===== config.mk =====
export PLATFORM = sky130hd
export DESIGN_NAME = multi_stack_shared_array
export DESIGN_NICKNAME = d
export VERILOG_FILES = /design/src/sv/msa_pkg.sv /design/src/sv/msa_ram.sv /design/src/sv/multi_stack_shared_array.sv
export SDC_FILE = /design/constraint.sdc
export NUM_CORES = 2
export LEC_CHECK = 0
export CELL_PAD_IN_SITES_DETAIL_PLACEMENT = 1
export CELL_PAD_IN_SITES_GLOBAL_PLACEMENT = 1
export CORE_UTILIZATION = 61
export CTS_BUF_LIST = sky130_fd_sc_hd__clkbuf_2 sky130_fd_sc_hd__clkbuf_4 sky130_fd_sc_hd__clkbuf_8
export DETAILED_ROUTE_END_ITERATION = 10
export DONT_BUFFER_PORTS = 1
export GPL_TIMING_DRIVEN = 0
export PLACE_DENSITY = 0.95
export SLEW_MARGIN = 20
export SYNTH_ARGS = -nofsm -noshare
export SYNTH_HDL_FRONTEND = slang
export SYNTH_SLANG_ARGS = --single-unit

===== constraint.sdc =====
create_clock -name clk_i -period 9.6 [get_ports clk_i]
set_clock_uncertainty 0.05 [all_clocks]
set_input_delay 0.48 -clock clk_i [delete_from_list [all_inputs] [get_ports clk_i]]
set_output_delay 0.48 -clock clk_i [all_outputs]
set_load 0.005 [all_outputs]

===== src/sv/msa_pkg.sv =====
// Shared constants and types for the multi-stack shared-array block.
// No dependencies; imported by msa_ram's users and the top level.
package msa_pkg;

  // Storage geometry
  localparam int TOTAL_ENTRIES = 96;
  localparam int NUM_STACKS    = 3;
  localparam int DATA_WIDTH    = 32;

  // Equal partition per stack; leftover entries at the top stay unused
  localparam int PART   = TOTAL_ENTRIES / NUM_STACKS;
  localparam int ADDR_W = $clog2(TOTAL_ENTRIES);
  localparam int FILL_W = $clog2(PART + 1);
  localparam int STK_W  = (NUM_STACKS > 1) ? $clog2(NUM_STACKS) : 1;

  // Port field widths
  localparam int OUT_W  = 32;
  localparam int CNT_W  = 6;

  typedef enum logic [1:0] {
    OP_PUSH  = 2'd0,
    OP_POP   = 2'd1,
    OP_DUMP  = 2'd2,
    OP_QUERY = 2'd3
  } opcode_e;

  typedef enum logic [1:0] {
    ST_OK      = 2'd0,
    ST_FULL    = 2'd1,
    ST_EMPTY   = 2'd2,
    ST_INVALID = 2'd3
  } status_e;

  typedef enum logic [2:0] {
    S_IDLE = 3'b001,
    S_POP  = 3'b010,
    S_DUMP = 3'b100
  } state_e;

endpackage


===== src/sv/msa_ram.sv =====
// Generic single-write, single-read synchronous RAM with registered read data.
// No dependencies; read data holds until the next read enable.
module msa_ram #(
  parameter int WIDTH = 32,
  parameter int DEPTH = 64
) (
  input  logic                     clk_i,
  input  logic                     we_i,
  input  logic [$clog2(DEPTH)-1:0] waddr_i,
  input  logic [WIDTH-1:0]         wdata_i,
  input  logic                     re_i,
  input  logic [$clog2(DEPTH)-1:0] raddr_i,
  output logic [WIDTH-1:0]         rdata_o
);

  logic [WIDTH-1:0] mem_q [DEPTH];
  logic [WIDTH-1:0] rdata_q;

  // Write port
  always_ff @(posedge clk_i) begin
    if (we_i) begin
      mem_q[waddr_i] <= wdata_i;
    end
  end

  // Registered read port
  always_ff @(posedge clk_i) begin
    if (re_i) begin
      rdata_q <= mem_q[raddr_i];
    end
  end

  assign rdata_o = rdata_q;

endmodule


===== src/sv/multi_stack_shared_array.sv =====
// Timing: push, query, invalid and empty-stack words appear in the cycle after accept; a pop
// word passes the RAM read register and then the output register, as does the first word of a
// read-out, which then gives one word per cycle while the output is not stalled. One item is in
// flight at a time, set by the single read port of the entry RAM and its registered read.
// Reset: all fill counts clear (every stack empty); the entry RAM is not cleared and
// needs no clearing pass, since only entries below a fill count are ever read.
module multi_stack_shared_array
  import msa_pkg::*;
(
  input  logic                    clk_i,
  input  logic                    rst_ni,
  // Input channel
  input  logic                    in_valid_i,
  output logic                    in_stall_o,
  input  logic [1:0]              opcode_i,
  input  logic [1:0]              stack_select_i,
  input  logic signed [31:0]      push_value_i,
  // Output channel
  output logic                    out_valid_o,
  input  logic                    out_stall_i,
  output logic signed [OUT_W-1:0] data_out_o,
  output logic [1:0]              status_o,
  output logic                    last_of_run_o,
  output logic                    is_full_o,
  output logic                    is_empty_o,
  output logic [CNT_W-1:0]        fill_count_o
);

  state_e state_q, state_d;

  // Per-stack fill counts
  logic [FILL_W-1:0] fill_q [NUM_STACKS];
  logic              fill_we;
  logic [FILL_W-1:0] fill_new;

  // Run registers for pop and read-out
  logic [ADDR_W-1:0] run_base_q, run_base_d;
  logic [FILL_W-1:0] run_fill_q, run_fill_d;
  logic [FILL_W-1:0] run_idx_q, run_idx_d;

  // Output register
  logic                    out_valid_q, out_valid_d;
  logic signed [OUT_W-1:0] out_data_q, out_data_d;
  status_e                 out_status_q, out_status_d;
  logic                    out_last_q, out_last_d;
  logic [FILL_W-1:0]       out_fill_q, out_fill_d;
  logic                    out_flags_q, out_flags_d;
  logic                    load_out;

  // RAM ports
  logic                  ram_we, ram_re;
  logic [ADDR_W-1:0]     ram_waddr, ram_raddr;
  logic [DATA_WIDTH-1:0] ram_wdata, ram_rdata;

  logic                  out_free, in_acc, sel_ok, run_last;
  logic [STK_W-1:0]      sel_idx;
  logic [FILL_W-1:0]     cur_fill;
  logic [ADDR_W-1:0]     cur_base;
  logic signed [OUT_W-1:0] rd_word;

  msa_ram #(
    .WIDTH(DATA_WIDTH),
    .DEPTH(TOTAL_ENTRIES)
  ) u_ram (
    .clk_i  (clk_i),
    .we_i   (ram_we),
    .waddr_i(ram_waddr),
    .wdata_i(ram_wdata),
    .re_i   (ram_re),
    .raddr_i(ram_raddr),
    .rdata_o(ram_rdata)
  );

  // Handshake
  assign out_free   = !out_valid_q || !out_stall_i;
  assign in_stall_o = !((state_q == S_IDLE) && out_free);
  assign in_acc     = in_valid_i && !in_stall_o;

  // Decode the selected stack
  assign sel_ok   = int'(stack_select_i) < NUM_STACKS;
  assign sel_idx  = STK_W'(stack_select_i);
  assign cur_fill = fill_q[sel_idx];
  assign cur_base = ADDR_W'(int'(sel_idx) * PART);
  assign ram_wdata = DATA_WIDTH'($unsigned(push_value_i));
  assign ram_waddr = cur_base + ADDR_W'(cur_fill);

  // Sign-extend or trim the stored word to the output width
  assign rd_word  = OUT_W'($signed(ram_rdata));
  assign run_last = (run_idx_q + FILL_W'(1)) == run_fill_q;

  // Sequence one item: decode, access memory, load the output register
  always_comb begin
    state_d      = state_q;
    run_base_d   = run_base_q;
    run_fill_d   = run_fill_q;
    run_idx_d    = run_idx_q;
    fill_we      = 1'b0;
    fill_new     = cur_fill;
    ram_we       = 1'b0;
    ram_re       = 1'b0;
    ram_raddr    = cur_base;
    load_out     = 1'b0;
    out_data_d   = '0;
    out_status_d = ST_OK;
    out_last_d   = 1'b1;
    out_fill_d   = cur_fill;
    out_flags_d  = 1'b1;

    case (state_q)
      S_IDLE: begin
        if (in_acc) begin
          if (!sel_ok) begin
            load_out     = 1'b1;
            out_status_d = ST_INVALID;
            out_fill_d   = '0;
            out_flags_d  = 1'b0;
          end else begin
            case (opcode_e'(opcode_i))
              OP_PUSH: begin
                load_out = 1'b1;
                if (cur_fill >= FILL_W'(PART)) begin
                  out_status_d = ST_FULL;
                end else begin
                  ram_we     = 1'b1;
                  fill_we    = 1'b1;
                  fill_new   = cur_fill + FILL_W'(1);
                  out_fill_d = fill_new;
                end
              end
              OP_POP: begin
                if (cur_fill == '0) begin
                  load_out     = 1'b1;
                  out_status_d = ST_EMPTY;
                end else begin
                  fill_we    = 1'b1;
                  fill_new   = cur_fill - FILL_W'(1);
                  ram_re     = 1'b1;
                  ram_raddr  = cur_base + ADDR_W'(fill_new);
                  run_fill_d = fill_new;
                  state_d    = S_POP;
                end
              end
              OP_DUMP: begin
                if (cur_fill == '0) begin
                  load_out     = 1'b1;
                  out_status_d = ST_EMPTY;
                end else begin
                  ram_re     = 1'b1;
                  ram_raddr  = cur_base;
                  run_base_d = cur_base;
                  run_fill_d = cur_fill;
                  run_idx_d  = '0;
                  state_d    = S_DUMP;
                end
              end
              default: begin
                load_out = 1'b1;
              end
            endcase
          end
        end
      end
      S_POP: begin
        out_data_d = rd_word;
        out_fill_d = run_fill_q;
        if (out_free) begin
          load_out = 1'b1;
          state_d  = S_IDLE;
        end
      end
      S_DUMP: begin
        out_data_d = rd_word;
        out_fill_d = run_fill_q;
        out_last_d = run_last;
        if (out_free) begin
          load_out = 1'b1;
          if (run_last) begin
            state_d = S_IDLE;
          end else begin
            // Fetch the next entry while this one goes out
            ram_re    = 1'b1;
            ram_raddr = run_base_q + ADDR_W'(run_idx_q) + ADDR_W'(1);
            run_idx_d = run_idx_q + FILL_W'(1);
          end
        end
      end
      default: begin
        state_d = S_IDLE;
      end
    endcase
  end

  // Hold a finished word until taken; drop it on take
  always_comb begin
    if (load_out) begin
      out_valid_d = 1'b1;
    end else if (!out_stall_i) begin
      out_valid_d = 1'b0;
    end else begin
      out_valid_d = out_valid_q;
    end
  end

  // Control state
  always_ff @(posedge clk_i or negedge rst_ni) begin
    if (!rst_ni) begin
      state_q     <= S_IDLE;
      out_valid_q <= 1'b0;
      for (int i = 0; i < NUM_STACKS; i++) begin
        fill_q[i] <= '0;
      end
    end else begin
      state_q     <= state_d;
      out_valid_q <= out_valid_d;
      if (fill_we) begin
        fill_q[sel_idx] <= fill_new;
      end
    end
  end

  // Payload registers
  always_ff @(posedge clk_i) begin
    run_base_q <= run_base_d;
    run_fill_q <= run_fill_d;
    run_idx_q  <= run_idx_d;
    if (load_out) begin
      out_data_q   <= out_data_d;
      out_status_q <= out_status_d;
      out_last_q   <= out_last_d;
      out_fill_q   <= out_fill_d;
      out_flags_q  <= out_flags_d;
    end
  end

  // Drive outputs
  assign out_valid_o   = out_valid_q;
  assign data_out_o    = out_data_q;
  assign status_o      = out_status_q;
  assign last_of_run_o = out_last_q;
  assign is_full_o     = out_flags_q && (out_fill_q >= FILL_W'(PART));
  assign is_empty_o    = out_flags_q && (out_fill_q == '0);
  assign fill_count_o  = CNT_W'(out_fill_q);

  // Read-out index stays inside the captured fill
  a_dump_idx: assert property (@(posedge clk_i) disable iff (!rst_ni)
    (state_q == S_DUMP) |-> (run_idx_q < run_fill_q))
    else $error("read-out index past fill count");

  // Memory writes happen only while idle
  a_we_idle: assert property (@(posedge clk_i) disable iff (!rst_ni)
    ram_we |-> (state_q == S_IDLE))
    else $error("entry write outside idle");

  // A pop result that can leave returns the block to idle
  a_pop_done: assert property (@(posedge clk_i) disable iff (!rst_ni)
    ((state_q == S_POP) && out_free) |=> (state_q == S_IDLE))
    else $error("pop did not complete");

  // Final read-out word carries the last mark and ends the run
  a_dump_end: assert property (@(posedge clk_i) disable iff (!rst_ni)
    ((state_q == S_DUMP) && out_free && run_last) |=>
      (out_valid_q && out_last_q && (state_q == S_IDLE)))
    else $error("read-out run end mismatch");

  // A new item never enters while a multi-cycle item is active
  a_one_item: assert property (@(posedge clk_i) disable iff (!rst_ni)
    ((state_q == S_POP) || (state_q == S_DUMP)) |-> in_stall_o)
    else $error("input taken while busy");

endmodule

==> results of run 1 <==
-- stage by stage --
step / std cells / utilization [%] / hold WS, ns
after floorplan: 7442 / - / 0.1344
after global placement: 10110 / 63.03 / 0.1349
after detailed placement: 10300 / 65.47 / 0.1348
after CTS: 11240 / 70.86 / 0.07666
-- per-layer routing --
layer / GRT overflow / GRT usage, %
met2: 1194 / 90.79
met3: 128 / 69.89
met1: 132 / 78.95
met5: 27 / 49.91
met4: 831 / 78.87
-- logic make-up after synthesis --
logic type,after synthesis
AND/OR/NAND/NOR,2573
flip-flops,3182
XOR/XNOR,22
AO/OA/AOI/OAI,665
multiplexers,538
adder cells (fa/ha/maj),12
buffers and inverters,450
-- cells in the mapped netlist, drive strengths merged, types with 42 or more instances --
| cell | number | share of area [%] |
|---|---|---|
| clkbuf | 120 | 0.36 |
| mux2 | 77 | 0.70 |
| mux2i | 69 | 0.56 |
| buf | 318 | 1.3 |
| edfxtp | 3160 | 76 |
| and2 | 42 | 0.21 |
| a22oi | 167 | 1.0 |
| o22ai | 80 | 0.40 |
| mux4 | 392 | 7.1 |
| nand2 | 1444 | 4.4 |
| a21oi | 192 | 0.78 |
| nand3 | 772 | 3.1 |
| nor2 | 184 | 0.56 |
==> results_dict.tcl, run 1 <==
set metrics [dict create \
    grt_use_total_pct 79.53 \
    synth_simple_gate_area_share_pct 8.954 \
    cts_resized 0 \
    place.port_buffers 0 \
    ys_types 83 \
    synth_enable_flop_cells 3160 \
    grt_pass1_vias 116400 \
    cts_sinks 3182 \
    seq_area_frac_synth_pct 76.94 \
    synth_top_flop_cell "sky130_fd_sc_hd__edfxtp_1" \
    netlist_instances 7442 \
    die_h_um 453.0 \
    haltStage "global routing" \
    placement.setup.worst_slack_ns 0.7557 \
    gr_overflow_total 2312 \
    initial_utilization_pct 61.38 \
    holdBufCountCts 78 \
    cts_buffers 482 \
    clock-root-buffer "sky130_fd_sc_hd__clkbuf_8" \
    grt_start_max_net_pins 97 \
    synth.net_count 7494 \
    placedInstanceArea_um2 132300 \
    synth_top_family_by_area "simple AND/OR/NAND/NOR gates" \
    synth_area_in_compound_gates_pct 3.680 \
    htree_num_levels 5 \
    synth_xor_xnor_area_share_pct 0.1785 \
    global_route_wire_length_before_repair_um 1106000 \
    detailedPlacementHpwl_um 356000 \
    status "aborted with a tool error" \
    cts.path.max_buffers 4 \
    rows 165 \
    place_congestion 0.9846 \
    synth_adder_area_share_pct 0.1210 \
    synth_mux_area_share_pct 8.400 \
    top_level_ports 85 \
    async_flop_share_pct 0.6914 \
    post_cts_buffers 0 \
    avgSynthCellArea_um2 16.67 \
    yosys_register_bits 3182 \
    floorplan.die.width_um 453.0 \
    firstError "[ERROR GRT-0116] Global routing finished with congestion. Check the congestion regions in the DRC Viewer." \
    netlist_area_um2 124100 \
    ys.warnings.count 0 \
]
==> inputs of run 2 (changes only) <==
Settings changed: CELL_PAD_IN_SITES_DETAIL_PLACEMENT 1 to unset, CELL_PAD_IN_SITES_GLOBAL_PLACEMENT 1 to unset, CORE_UTILIZATION 61 to 40, CTS_BUF_LIST sky130_fd_sc_hd__clkbuf_2 sky130_fd_sc_hd__clkbuf_4 sky130_fd_sc_hd__clkbuf_8 to unset, PLACE_DENSITY 0.95 to unset, PLACE_DENSITY_LB_ADDON set to 0.15.
==> results_dict.tcl, run 2 <==
set metrics [dict create \
    global_route_wire_length_before_repair_um 619000 \
    critical-path-top-cell-by-count "sky130_fd_sc_hd__buf_2" \
    clock-root-buffer "sky130_fd_sc_hd__clkbuf_16" \
    yosys-top-cells-count "sky130_fd_sc_hd__edfxtp_1, sky130_fd_sc_hd__nand2_1, sky130_fd_sc_hd__nand3_1, sky130_fd_sc_hd__mux4_2, sky130_fd_sc_hd__buf_2" \
    netlist_top_cells_area "sky130_fd_sc_hd__edfxtp_1, sky130_fd_sc_hd__mux4_2, sky130_fd_sc_hd__nand2_1" \
    largest_reg_flops 3072 \
    synth_enable_flop_cells 3160 \
    timing.max_slew.rel_slack_pct 11.39 \
    nNetsFinal 8126 \
    final_period_util_pct 89.95 \
    gr_overflow_total 0 \
    async_flop_share_pct 0.6914 \
    rows 204 \
    post-synth-top-count-cell "sky130_fd_sc_hd__edfxtp_1" \
    detailed_router_s_first_iteration_violation_count 12510 \
    initial_utilization_pct 40.20 \
    avgSynthCellArea_um2 16.67 \
    synth_top_flop_cell "sky130_fd_sc_hd__edfxtp_1" \
    crit_fanout 11 \
    grt_pass1_vias 71670 \
    period_needed_ns 8.636 \
    ys_types 83 \
    critical_path.max_stage_delay_ns 0.86 \
    drt-vias-per-instance 6.080 \
    count_of_endpoints_failing_hold_in_the_final_timing_report 0 \
    maxSlewViolCount 0 \
    insertion_delay_ns 0.98 \
    total_number_of_vias 75900 \
    power_spent_charging_and_discharging_nets_mw 8.292 \
    wl_per_cell_um 37.16 \
    ys.warnings.count 0 \
    grt_use_total_pct 29.37 \
    power.share.clock_pct 39.6 \
    top_level_ports 85 \
    first_pass_iters 8 \
    synthToLayoutAreaGrowth_pct 18.14 \
    stdcell_area_um2 146600 \
    cts_buffers 335 \
    netlist_area_um2 124100 \
    worst_path_max_delay_cell "sky130_fd_sc_hd__o41ai_1" \
    rsz0062_at_grt "false" \
    power.switching_fraction_pct 26.17 \
    fp.coreArea_um2 308600 \
    cts_sinks 3182 \
    ir_worst_vdd_uv 158.3 \
    critPathBufInv 9 \
    die_h_um 558.9 \
    placedInstanceArea_um2 134800 \
    detailedPlacementHpwl_um 312300 \
    post-synth-top-area-fraction_pct 76.49 \
    htree_num_levels 5 \
    power_density_nw_per_um2 216.2 \
    internal-power_mw 23.39 \
    cts.path.max_buffers 4 \
    max_flop_register "u_ram.mem_q" \
    clock_tree_from_tritoncts "built" \
    fin_tns_setup_ns 0 \
    netlist_instances 7442 \
    seq_area_frac_synth_pct 76.94 \
    synth_largest_area_cell "sky130_fd_sc_hd__edfxtp_1" \
    grt_antenna_before_repair 39 \
    yosys_register_bits 3182 \
    layout_common_cells "sky130_fd_sc_hd__edfxtp_1, sky130_fd_sc_hd__nand2_1, sky130_fd_sc_hd__nand3_1, sky130_fd_sc_hd__mux4_2, sky130_fd_sc_hd__clkbuf_16" \
    clock_transition_at_the_register_clock_pins_on_the_worst_setup_and_hold_paths_after_cts_ns 0.06 \
    share_comb_of_total_power_pct 11.5 \
    endpoint_kind "register" \
    hold_class "in2async" \
    floorplan.die.width_um 558.9 \
    total_wire_length_after_detailed_routing_um 463900 \
    path_delay_family "buffers and inverters" \
    place_congestion 0.9131 \
    p_seq_share_pct 48.9 \
    drc_errors 0 \
    report.final.setup_viol 0 \
    setup.worst_path.start_class "input port" \
    timing.critical_path.cells "dlygate4sd3_1 > buf_6 > buf_6 > mux2i_1 > a2bb2oi_2 > ha_1 > o211ai_1 > nor4_4 > inv_2 > ha_1 > and3_1 > nor3_4 > buf_4 > buf_2 > buf_2 > buf_2 > buf_2 > nand3_1 > nand3_1 > a21oi_1 > o41ai_1 > nand4_1" \
    die_area_um2 312400 \
    worst_ep_required_time_ns 10.04 \
    grt_start_max_net_pins 97 \
    worst-setup-path-type "in2reg" \
    place.port_buffers 0 \
    fillers 26170 \
    fin_worst_hold_slack_ns 0.05207 \
    layout_commonest_cell "sky130_fd_sc_hd__edfxtp_1" \
    tightestPinTransition_ns 1.317 \
    cap_viol_max_count 0 \
    synth.net_count 7494 \
    routed_antenna_nets 0 \
    drive_gt1_share_pct 19.53 \
    arrival_time_of_data_at_the_critical_path_endpoint_ns 9.08 \
    achievable-frequency_mhz 115.8 \
    status "finished clean" \
    static-leakage-power_nw 47.60 \
]
run 2: cell counts after synthesis:
Identical to the previous run, type by type.
run 2: repair_timing:
action	4_1_cts	5_1_grt
hold buffers	73	0
setup buffers	0	0
resized for setup	0	0
hold endpoints to repair	3100	0
run 2: final timing paths:
kind,cells after the start,endpoint,slack (ns),start
max,22,u_ram.rdata_o[4]$_DFFE_PP_,0.96,stack_select_i[1]
min,3,fill_q[1]$_DFFE_PN0P_,0.05,rst_ni
max reg2reg,19,u_ram.rdata_o[4]$_DFFE_PP_,1.25,fill_q[1]$_DFFE_PN0P_
min reg2reg,2,fill_q[17]$_DFFE_PN0P_,0.44,fill_q[17]$_DFFE_PN0P_
max in group asynchronous,3,out_valid_o$_DFFE_PN0P_,9.29,rst_ni
min in group clk_i,3,run_fill_q[2]$_DFFE_PP_,0.07,opcode_i[1]
run 2: worst min-delay path, cell delays in order:
cell and delay, ns:
sky130_fd_sc_hd__dlygate4sd3_1 0.61, sky130_fd_sc_hd__buf_12 0.13, sky130_fd_sc_hd__buf_12 0.17
run 2: power by group through the flow:
stage | clock, mW | sequential (mW) | combinational (mW)
global placement | 0 | 15.8 | 3.07
detailed placement | 0 | 15.8 | 3.22
floorplan | 0 | 15.8 | 1.62
global route | 13.1 | 15.5 | 3.73
CTS | 12.6 | 15.5 | 3.54
finish | 12.5 | 15.5 | 3.63
run 2: per-layer routing:
| layer | wire length [um] | global-route usage, % | up-vias | share of wire (%) |
|---|---|---|---|---|
| met5 | 25 | 0 | - | 0.0054 |
| met4 | 27130 | 14.66 | 4 | 5.8 |
| met3 | 49360 | 6.466 | 1032 | 11 |
| met2 | 209800 | 45.13 | 4850 | 45 |
| met1 | 177600 | 39.49 | 39680 | 38 |
| li1 | - | - | 30340 | - |
run 2: area by class of cell:
| type | instances | area, um^2 | area share (%) |
|---|---|---|---|
| diodes | 15 | 37.54 | 0.02561 |
| plain buffers | 438 | 2136 | 1.457 |
| clock buffers | 427 | 8813 | 6.014 |
| clock inverters | 184 | 1530 | 1.044 |
| inverters | 12 | 45.04 | 0.03074 |
| multi-input cells | 3810 | 27400 | 18.69 |
| flip-flops and latches | 3182 | 95440 | 65.13 |
| well taps | 4120 | 5155 | 3.518 |
| repair buffers | 295 | 5993 | 4.090 |
run 2: kinds of logic after synthesis:
| group | synth area share, % |
|---|---|
| muxes | 8.400 |
| xor gates and xnor gates | 0.1785 |
| AOI/OAI and AO/OA | 3.680 |
| and+or+nand+nor | 8.954 |
| adders and majority gates | 0.1210 |
| DFF | 76.94 |
| buffers and inverters | 1.729 |
run 2: through the flow:
stage / cells / setup slack [ns] / power (mW) / utilization [%]
after floorplan: 7442 / 4.752 / 17.40 / -
after global placement: 11560 / 0.3751 / 18.87 / 41.87
after detailed placement: 11780 / 1.126 / 19.01 / 43.69
after CTS: 12470 / 1.360 / 31.68 / 47.47
after global routing: 12470 / 0.8590 / 32.38 / 47.48
final: 12480 / 0.9644 / 31.69 / 47.49
(Power assumes the default switching activity.)
